===== config.mk =====
export PLATFORM = sky130hd
export DESIGN_NAME = wheel_drive_safety_governor
export DESIGN_NICKNAME = d
export VERILOG_FILES = /design/src/hw/rtl/wdsg_pkg.sv /design/src/hw/rtl/wdsg_cfg.sv /design/src/hw/rtl/wdsg_step.sv /design/src/hw/rtl/wheel_drive_safety_governor.sv
export SDC_FILE = /design/constraint.sdc
export NUM_CORES = 1
export LEC_CHECK = 0
export BUFFER_PORTS_ARGS = -buffer_cell sky130_fd_sc_hd__buf_2
export CAP_MARGIN = 0
export CORE_MARGIN = 2
export CORE_UTILIZATION = 36
export DETAILED_ROUTE_END_ITERATION = 6
export GPL_TIMING_DRIVEN = 0
export SLEW_MARGIN = 20
export SYNTH_ARGS = -nofsm -noshare
export SYNTH_HDL_FRONTEND = slang
export SYNTH_SLANG_ARGS = --single-unit
export TNS_END_PERCENT = 20

===== constraint.sdc =====
create_clock -name clk -period 27.7 [get_ports clk]
set_input_delay 1.385 -clock clk [delete_from_list [all_inputs] [get_ports clk]]
set_output_delay 1.385 -clock clk [all_outputs]
set_load 0.1 [all_outputs]

===== src/hw/rtl/wdsg_pkg.sv =====
// ----------------------------------------------------------------------------
// wdsg_pkg: shared types and constants of the wheel drive safety governor
// Command codes, register indexes, reset values and the records passed
// between the governor's sub-blocks.
// ----------------------------------------------------------------------------
package wdsg_pkg;

	// Depth of the over-current incident history; entry 0 is the newest
	localparam int INCIDENT_DEPTH = 4;
	localparam int RAMP_STEP      = 20;

	// Command codes of an input request
	localparam logic [1:0] CMD_TICK       = 2'd0;
	localparam logic [1:0] CMD_DRIVE      = 2'd1;
	localparam logic [1:0] CMD_DISCONNECT = 2'd2;

	// Configuration register indexes
	localparam int CFG_INDEX_W = 3;
	localparam logic [CFG_INDEX_W-1:0] REG_CURRENT_LIMIT   = 3'd0;
	localparam logic [CFG_INDEX_W-1:0] REG_COMMAND_TIMEOUT = 3'd1;
	localparam logic [CFG_INDEX_W-1:0] REG_INCIDENT_WINDOW = 3'd2;
	localparam logic [CFG_INDEX_W-1:0] REG_SPEED_CAP       = 3'd3;
	localparam logic [CFG_INDEX_W-1:0] REG_RAMP_ENABLE     = 3'd4;

	// Register reset values
	localparam logic [9:0]  RST_CURRENT_LIMIT   = 10'd512;
	localparam logic [31:0] RST_COMMAND_TIMEOUT = 32'd1000;
	localparam logic [31:0] RST_INCIDENT_WINDOW = 32'd10000;
	localparam logic [7:0]  RST_SPEED_CAP       = 8'd255;
	localparam logic        RST_RAMP_ENABLE     = 1'b0;

	typedef struct packed {
		logic [9:0]  current_limit;
		logic [31:0] command_timeout_ms;
		logic [31:0] incident_window_ms;
		logic [7:0]  speed_cap;
		logic        ramp_enable;
	} cfg_t;

	typedef struct packed {
		logic [1:0]         cmd;
		logic [31:0]        time_ms;
		logic signed [15:0] left_command;
		logic signed [15:0] right_command;
		logic [9:0]         left_current;
		logic [9:0]         right_current;
		logic               left_bumper_pressed;
		logic               right_bumper_pressed;
	} item_t;

	typedef struct packed {
		logic signed [8:0]                 left_target;
		logic signed [8:0]                 right_target;
		logic signed [8:0]                 left_speed;
		logic signed [8:0]                 right_speed;
		logic [31:0]                       last_command_time;
		logic [INCIDENT_DEPTH-1:0][31:0]   incident_history;
		logic                              left_dir;
		logic                              right_dir;
	} state_t;

	typedef struct packed {
		logic [7:0] left_pwm;
		logic [7:0] right_pwm;
		logic       left_reverse;
		logic       right_reverse;
		logic       light_on;
		logic       derated;
		logic       halted;
		logic       bumper_hold;
	} result_t;

endpackage


===== src/hw/rtl/wdsg_cfg.sv =====
// ----------------------------------------------------------------------------
// wdsg_cfg: configuration register bank
// Holds the five governor settings; a write request is always taken.
// ----------------------------------------------------------------------------
module wdsg_cfg import wdsg_pkg::*; (
	input  logic                   clk,
	input  logic                   arst_n,
	input  logic                   cfg_valid,
	output logic                   cfg_ready,
	input  logic [CFG_INDEX_W-1:0] cfg_index,
	input  logic [31:0]            cfg_data,
	output cfg_t                   cfg
);

	cfg_t cfg_q;

	assign cfg_ready = 1'b1;
	assign cfg      = cfg_q;

	// Write the addressed register; unknown indexes drop the request
	always_ff @(posedge clk or negedge arst_n) begin
		if (!arst_n) begin
			cfg_q.current_limit      <= RST_CURRENT_LIMIT;
			cfg_q.command_timeout_ms <= RST_COMMAND_TIMEOUT;
			cfg_q.incident_window_ms <= RST_INCIDENT_WINDOW;
			cfg_q.speed_cap          <= RST_SPEED_CAP;
			cfg_q.ramp_enable        <= RST_RAMP_ENABLE;
		end else if (cfg_valid) begin
			unique case (cfg_index)
				REG_CURRENT_LIMIT:   cfg_q.current_limit      <= cfg_data[9:0];
				REG_COMMAND_TIMEOUT: cfg_q.command_timeout_ms <= cfg_data;
				REG_INCIDENT_WINDOW: cfg_q.incident_window_ms <= cfg_data;
				REG_SPEED_CAP:       cfg_q.speed_cap          <= cfg_data[7:0];
				REG_RAMP_ENABLE:     cfg_q.ramp_enable        <= cfg_data[0];
				default: ;
			endcase
		end
	end

endmodule


===== src/hw/rtl/wdsg_step.sv =====
// ----------------------------------------------------------------------------
// wdsg_step: next-state and result logic for one request
// Applies a drive command, a disconnect or a control tick to the wheel state
// and forms the result record from the state after the request.
// ----------------------------------------------------------------------------
module wdsg_step import wdsg_pkg::*; (
	input  state_t  cur,
	input  item_t   item,
	input  cfg_t    cfg,
	output state_t  nxt,
	output result_t res
);

	// Scale by 4/5 toward zero: |v|*4/5 as |v|*820 >> 10, exact below 256
	function automatic logic signed [8:0] derate(input logic signed [8:0] v);
		logic [8:0]  m;
		logic [17:0] p;
		logic [8:0]  q;
		m = v[8] ? 9'(-v) : 9'(v);
		p = 18'(m) * 18'd820;
		q = {1'b0, p[17:10]};
		return v[8] ? $signed(-q) : $signed(q);
	endfunction

	// Limit a requested speed to plus or minus max speed
	function automatic logic signed [8:0] clamp_cmd(input logic signed [15:0] c,
			input logic [7:0] lim);
		logic signed [16:0] c17;
		logic signed [16:0] m17;
		c17 = 17'(c);
		m17 = $signed({9'd0, lim});
		if (c17 > m17) return m17[8:0];
		else if (c17 < -m17) return 9'(-m17);
		return c17[8:0];
	endfunction

	// Step the speed at most RAMP_STEP toward the target
	function automatic logic signed [8:0] approach(input logic signed [8:0] spd,
			input logic signed [8:0] tgt);
		logic signed [9:0] d;
		logic signed [9:0] s;
		d = 10'(tgt) - 10'(spd);
		if (d > 10'(RAMP_STEP)) d = 10'(RAMP_STEP);
		else if (d < -10'(RAMP_STEP)) d = -10'(RAMP_STEP);
		s = 10'(spd) + d;
		return s[8:0];
	endfunction

	function automatic logic dir_of(input logic signed [8:0] v, input logic held);
		if (v > 0) return 1'b0;
		else if (v < 0) return 1'b1;
		return held;
	endfunction

	logic                            tk_over;
	logic [INCIDENT_DEPTH-1:0][31:0] tk_hist;
	logic [31:0]                     tk_cmd_diff;
	logic [31:0]                     tk_inc_diff;
	logic                            tk_halt;
	logic signed [8:0]               tk_lt1, tk_rt1;
	logic signed [8:0]               tk_lt2, tk_rt2, tk_ls2, tk_rs2;
	logic signed [8:0]               tk_ls3, tk_rs3;
	logic                            tk_pressed;
	logic                            tk_bump;

	// Over-current check: derate targets and push the tick time
	assign tk_over = (item.left_current > cfg.current_limit) ||
	                 (item.right_current > cfg.current_limit);
	assign tk_lt1  = tk_over ? derate(cur.left_target)  : cur.left_target;
	assign tk_rt1  = tk_over ? derate(cur.right_target) : cur.right_target;

	always_comb begin
		tk_hist = cur.incident_history;
		if (tk_over) begin
			tk_hist[0] = item.time_ms;
			for (int i = 1; i < INCIDENT_DEPTH; i++) begin
				tk_hist[i] = cur.incident_history[i-1];
			end
		end
	end

	// Halt on command timeout or a full history inside the window
	assign tk_cmd_diff = item.time_ms - cur.last_command_time;
	assign tk_inc_diff = item.time_ms - tk_hist[INCIDENT_DEPTH-1];
	assign tk_halt = (tk_cmd_diff > cfg.command_timeout_ms) ||
	                 ((item.time_ms > cfg.incident_window_ms) &&
	                  (tk_inc_diff < cfg.incident_window_ms));
	assign tk_lt2 = tk_halt ? 9'sd0 : tk_lt1;
	assign tk_rt2 = tk_halt ? 9'sd0 : tk_rt1;
	assign tk_ls2 = tk_halt ? 9'sd0 : cur.left_speed;
	assign tk_rs2 = tk_halt ? 9'sd0 : cur.right_speed;

	// Ramp or copy speeds toward the targets
	assign tk_ls3 = cfg.ramp_enable ? approach(tk_ls2, tk_lt2) : tk_lt2;
	assign tk_rs3 = cfg.ramp_enable ? approach(tk_rs2, tk_rt2) : tk_rt2;

	// Bumper removes forward speed and forward targets
	assign tk_pressed = item.left_bumper_pressed || item.right_bumper_pressed;
	assign tk_bump = tk_pressed && ((tk_ls3 > 0) || (tk_rs3 > 0) ||
	                                (tk_lt2 > 0) || (tk_rt2 > 0));

	// Select the update for the request's command
	always_comb begin
		nxt         = cur;
		res.derated = 1'b0;
		res.halted  = 1'b0;
		res.bumper_hold = 1'b0;
		unique case (item.cmd)
			CMD_DRIVE: begin
				nxt.last_command_time = item.time_ms;
				nxt.left_target  = clamp_cmd(item.left_command, cfg.speed_cap);
				nxt.right_target = clamp_cmd(item.right_command, cfg.speed_cap);
			end
			CMD_DISCONNECT: begin
				nxt.left_target  = 9'sd0;
				nxt.right_target = 9'sd0;
				nxt.left_speed   = 9'sd0;
				nxt.right_speed  = 9'sd0;
			end
			CMD_TICK: begin
				nxt.incident_history = tk_hist;
				nxt.left_target  = (tk_pressed && tk_lt2 > 0) ? 9'sd0 : tk_lt2;
				nxt.right_target = (tk_pressed && tk_rt2 > 0) ? 9'sd0 : tk_rt2;
				nxt.left_speed   = (tk_pressed && tk_ls3 > 0) ? 9'sd0 : tk_ls3;
				nxt.right_speed  = (tk_pressed && tk_rs3 > 0) ? 9'sd0 : tk_rs3;
				nxt.left_dir  = dir_of(nxt.left_speed, cur.left_dir);
				nxt.right_dir = dir_of(nxt.right_speed, cur.right_dir);
				res.derated     = tk_over;
				res.halted      = tk_halt;
				res.bumper_hold = tk_bump;
			end
			default: ;
		endcase

		// Show the wheel outputs after the request
		res.left_pwm  = nxt.left_speed[8]  ? 8'(-nxt.left_speed)  : nxt.left_speed[7:0];
		res.right_pwm = nxt.right_speed[8] ? 8'(-nxt.right_speed) : nxt.right_speed[7:0];
		res.left_reverse  = nxt.left_dir;
		res.right_reverse = nxt.right_dir;
		res.light_on = (nxt.left_speed != 9'sd0) || (nxt.right_speed != 9'sd0);
	end

endmodule


===== src/hw/rtl/wheel_drive_safety_governor.sv =====
// ----------------------------------------------------------------------------
// wheel_drive_safety_governor: two-wheel drive governor
// Clamps drive commands, derates on over-current, halts on command timeout
// or repeated incidents, ramps speeds and applies the bumpers.
// ----------------------------------------------------------------------------
//  channel  handshake              payload
//  in       in_valid / in_stall    cmd, time_ms, commands, currents, bumpers
//  out      out_valid / out_stall  pwm, reverse, light_on, derated, halted,
//                                  bumper_hold
//  cfg      cfg_valid / cfg_ready  cfg_index, cfg_data
//
// One request per cycle sustained while results are taken; an accepted request
// passes the input register, then the state and result registers.
// The whole update sits in one pass of logic between those registers.
// Reset restores the register defaults and clears all wheel state at once.
// A stalled result holds; the input register still takes one more request,
// then in_stall rises until the result is taken.
// ----------------------------------------------------------------------------
module wheel_drive_safety_governor import wdsg_pkg::*; (
	input  logic                   clk,
	input  logic                   arst_n,
	input  logic                   in_valid,
	output logic                   in_stall,
	input  logic [1:0]             cmd,
	input  logic [31:0]            time_ms,
	input  logic signed [15:0]     left_command,
	input  logic signed [15:0]     right_command,
	input  logic [9:0]             left_current,
	input  logic [9:0]             right_current,
	input  logic                   left_bumper_pressed,
	input  logic                   right_bumper_pressed,
	output logic                   out_valid,
	input  logic                   out_stall,
	output logic [7:0]             left_pwm,
	output logic [7:0]             right_pwm,
	output logic                   left_reverse,
	output logic                   right_reverse,
	output logic                   light_on,
	output logic                   derated,
	output logic                   halted,
	output logic                   bumper_hold,
	input  logic                   cfg_valid,
	output logic                   cfg_ready,
	input  logic [CFG_INDEX_W-1:0] cfg_index,
	input  logic [31:0]            cfg_data
);

	cfg_t    cfg;
	item_t   item_s1;
	logic    valid_s1;
	state_t  state_q;
	state_t  state_nxt;
	result_t res_nxt;
	result_t res_q;
	logic    out_valid_q;
	logic    fire;

	wdsg_cfg u_cfg (
		.clk       (clk),
		.arst_n    (arst_n),
		.cfg_valid (cfg_valid),
		.cfg_ready (cfg_ready),
		.cfg_index (cfg_index),
		.cfg_data  (cfg_data),
		.cfg       (cfg)
	);

	wdsg_step u_step (
		.cur  (state_q),
		.item (item_s1),
		.cfg  (cfg),
		.nxt  (state_nxt),
		.res  (res_nxt)
	);

	// Process the held request once the result slot is free
	assign fire     = valid_s1 && (!out_valid_q || !out_stall);
	assign in_stall = valid_s1 && !fire;

	// Capture an accepted request
	always_ff @(posedge clk or negedge arst_n) begin
		if (!arst_n) begin
			valid_s1 <= 1'b0;
		end else if (!in_stall) begin
			valid_s1 <= in_valid;
		end
	end

	always_ff @(posedge clk) begin
		if (in_valid && !in_stall) begin
			item_s1.cmd                  <= cmd;
			item_s1.time_ms              <= time_ms;
			item_s1.left_command         <= left_command;
			item_s1.right_command        <= right_command;
			item_s1.left_current         <= left_current;
			item_s1.right_current        <= right_current;
			item_s1.left_bumper_pressed  <= left_bumper_pressed;
			item_s1.right_bumper_pressed <= right_bumper_pressed;
		end
	end

	// Advance the wheel state
	always_ff @(posedge clk or negedge arst_n) begin
		if (!arst_n) begin
			state_q <= '0;
		end else if (fire) begin
			state_q <= state_nxt;
		end
	end

	// Hold the result until it is taken
	always_ff @(posedge clk or negedge arst_n) begin
		if (!arst_n) begin
			out_valid_q <= 1'b0;
		end else if (fire) begin
			out_valid_q <= 1'b1;
		end else if (!out_stall) begin
			out_valid_q <= 1'b0;
		end
	end

	always_ff @(posedge clk) begin
		if (fire) begin
			res_q <= res_nxt;
		end
	end

	assign out_valid     = out_valid_q;
	assign left_pwm      = res_q.left_pwm;
	assign right_pwm     = res_q.right_pwm;
	assign left_reverse  = res_q.left_reverse;
	assign right_reverse = res_q.right_reverse;
	assign light_on      = res_q.light_on;
	assign derated       = res_q.derated;
	assign halted        = res_q.halted;
	assign bumper_hold   = res_q.bumper_hold;

endmodule


==> impl_metrics.csv <==
group,metric,value,unit
status,status,"completed",
timing,fin_crit_sh,70.68,%
synth,synth_cells,2813,
cts,clock-sinks,393,
global_routing,grt_pass1_wl,121.8,mm
cts,root_buffer,"clkbuf_16",
worst_setup_path,crit_slowest_cell,"clkbuf_1",
drt,drt-met1-wl,35.02,mm
global_routing,grt_max_degree,97,
drt,vias_per_cell,5.266,
drt,vias,21570,
timing,max_freq,0.05107,GHz
timing,setup_tns,0,ns
job,cap_violations,0,
floorplanning,die-area,0.08041,mm²
global_routing,overflow,0,
worst_setup_path,worstPathMaxFanout,10,
global_routing,antenna_found_initial,0,
synth,synth_cell_type_count,98,
synth,synth_edf_count,110,
floorplanning,die_w,283.6,µm
drt,wl_met3,3.104,mm
placed_design,routabilityCongestion,0.8959,
drt,highest_layer,"met4",
finish,drive_gt1_share,15.87,%
worst_setup_path,critical_path_buf_inv_count,13,
cts,clock_latency,0.64,ns
finish,utilization,41.32,%
synth,async_flop_share,72.01,%
synth,synthFlopType,"dfrtp_1",
floorplanning,rows,102,
synth,synth_top_area_share,23.39,%
cts,post-cts-setup-buffer-count,0,
cts,cts_resized,0,
timing,setup_ws,8.121,ns
synth,synth_area_leaders,"dfrtp_1 (23%), ha_1 (16%), edfxtp_1 (12%)",
synth,synth_fp_nets,3326,
worst_setup_path,arrival,19.88,ns
finish,fin_nets,3532,
cts,cts_tree,"built",
worst_setup_path,crit_family,"compound AO/OA/AOI/OAI gates",
timing,rsz0062_at_grt,"false",
timing,post-route-min-period,19.58,ns
synth,synth_top_cell_by_area,"dfrtp_1",
global_routing,grt_usage,18.97,%
placed_design,dp_slack,8.280,ns
cts,ctsHtreeMaxLevel,2,
timing,worst_pin_slew,1.047,ns
floorplanning,io_pins,153,
timing,max_slew_margin,29.64,%
drt,wl,76.70,mm
cts,clockBufferDepth,3,
finish,nFillCells,7632,
worst_hold_path,hold_class,"reg2reg",
timing,slew_viol_final,0,
floorplanning,coreArea,0.07747,mm²
worst_setup_path,crit_path_frequent_cell,"a21oi_1",
worst_setup_path,criticalPathCategory,"reg2reg",
synth,ys_seq_elements,393,
drt,wl_met2,36.85,mm
floorplanning,start_util,36.32,%
placed_design,dp_hpwl,60.04,mm
timing,skew,0.07287,ns
drt,first_iter_violations,1538,
worst_setup_path,crit_path_start_kind,"flip-flop",
cts,hold_buffers,0,
drt,drt_pre_antenna_iters,5,
worst_setup_path,end_kind,"flip-flop",
synth,synth.yosys.seq_area_share,37.00,%
global_routing,first_global_vias,21740,
worst_setup_path,required,28.00,ns
timing,finalSetupViolations,0,
synth,synth_area,0.02814,mm²
cts,numCtsBuffers,48,
worst_setup_path,max_stage_delay,0.70,ns
drt,ant_nets,0,
synth,synth.avg_cell_area,10.00,µm²
synth,ys_warn_count,0,
drt,post-route-drc-count,0,
timing,whs,0.4779,ns
timing,hold_violations,0,
drt,routedWlPerCell,18.72,µm
finish,syn_to_final_growth,13.76,%
finish,antenna_cells,0,
floorplanning,die_h,283.6,µm
placed_design,port_buffers,151,
cts,clkTransAtPathRegs,0.06,ns
## kinds of logic (layout without fill, tap and decap cells)
logic type / Yosys count / in the layout / share of synthesized area (%)
XOR/XNOR: 137 / 137 / 4.265
flip-flops: 393 / 393 / 37.00
AND/OR/NAND/NOR: 631 / 631 / 10.84
adder cells (fa/ha/maj): 386 / 386 / 18.06
buffers and inverters: 355 / 599 / 4.776
multiplexers: 230 / 230 / 9.001
other: 1 / 1 / 0.01333
AO/OA/AOI/OAI: 680 / 680 / 16.04
## state kept, by name, indices dropped and copies added (netlist names)
register	flops
u_cfg.cfg	83
left_reverse	1
state_q	198
bumper_hold	1
light_on	1
right_reverse	1
derated	1
halted	1
item_s1	88
left_pwm	8
valid_s1	1
right_pwm	8
out_valid	1
## cell usage after synthesis, types with 11 or more instances
cell and number:
or3_1 15, clkbuf_1 75, inv_1 266, dfrtp_1 263, a22oi_1 13, o31ai_1 13, mux2i_1 48, nand3_1 49
nand4_1 27, o21ai_0 187, nand2b_1 32, a211oi_1 20, a31oi_1 29, xnor2_1 106, mux2_2 181, edfxtp_1 110
nor4_1 14, a21o_1 66, nor2b_1 26, xor2_1 31, o211ai_1 14, and3_1 12, nor3_1 46, o21bai_1 23
ha_1 351, o21a_1 39, a211o_1 11, nand2_1 225, and2_1 18, dfstp_2 20, nor2_1 120, fa_1 34
a21oi_1 139
## worst paths after layout
check	from	slack, ns	endpoint	cells past startpoint
max in group asynchronous	arst_n	25.78	u_cfg.cfg[82]	3
worst min-delay path	state_q[47]	0.48	state_q[79]	1
worst max register to register	u_cfg.cfg[82]	8.12	light_on	70
worst min register to register	state_q[47]	0.48	state_q[79]	1
min in group asynchronous	arst_n	0.66	state_q[153]	1
worst max-delay path	u_cfg.cfg[82]	8.12	light_on	70
## stage by stage
stage / instances / instance area (µm²)
5_1_grt: 4097 / 32010
3_5_place_dp: 4009 / 30360
2_1_floorplan: 2813 / 28140
4_1_cts: 4097 / 32010
6_report: 4097 / 32010
3_3_place_gp: 4004 / 30190
## cell type report
type,count,area [µm²],area share [%]
multi-input cells,2065,16400,51.23
flip-flops and latches,393,10410,32.52
clock buffers,63,1351,4.222
well taps,1040,1301,4.066
inverters,268,1006,3.143
repair buffers,156,903.4,2.822
plain buffers,87,339.1,1.059
clock inverters,25,299.0,0.9343
## cells in the final DEF (no fill, tap or decap), types with 48 or more instances in the layout
| cell | n |
|---|---|
| o21ai_0 | 187 |
| mux2_2 | 181 |
| clkbuf_16 | 51 |
| xnor2_1 | 106 |
| a21oi_1 | 139 |
| mux2i_1 | 48 |
| buf_2 | 156 |
| nor2_1 | 119 |
| dfrtp_1 | 263 |
| inv_1 | 266 |
| a21o_1 | 66 |
| nand2_1 | 225 |
| nand3_1 | 49 |
| ha_1 | 351 |
| clkbuf_1 | 83 |
| edfxtp_1 | 110 |
## metal layers
metal	vias up	GRT usage, %
li1	10570	-
met3	95	2.138
met1	10440	25.25
met5	-	0
met4	0	4.854
met2	463	32.74
Power is left out: the tool's default activity adds up to more than one toggle a clock period on the data nets, which glitch-free logic cannot reach.
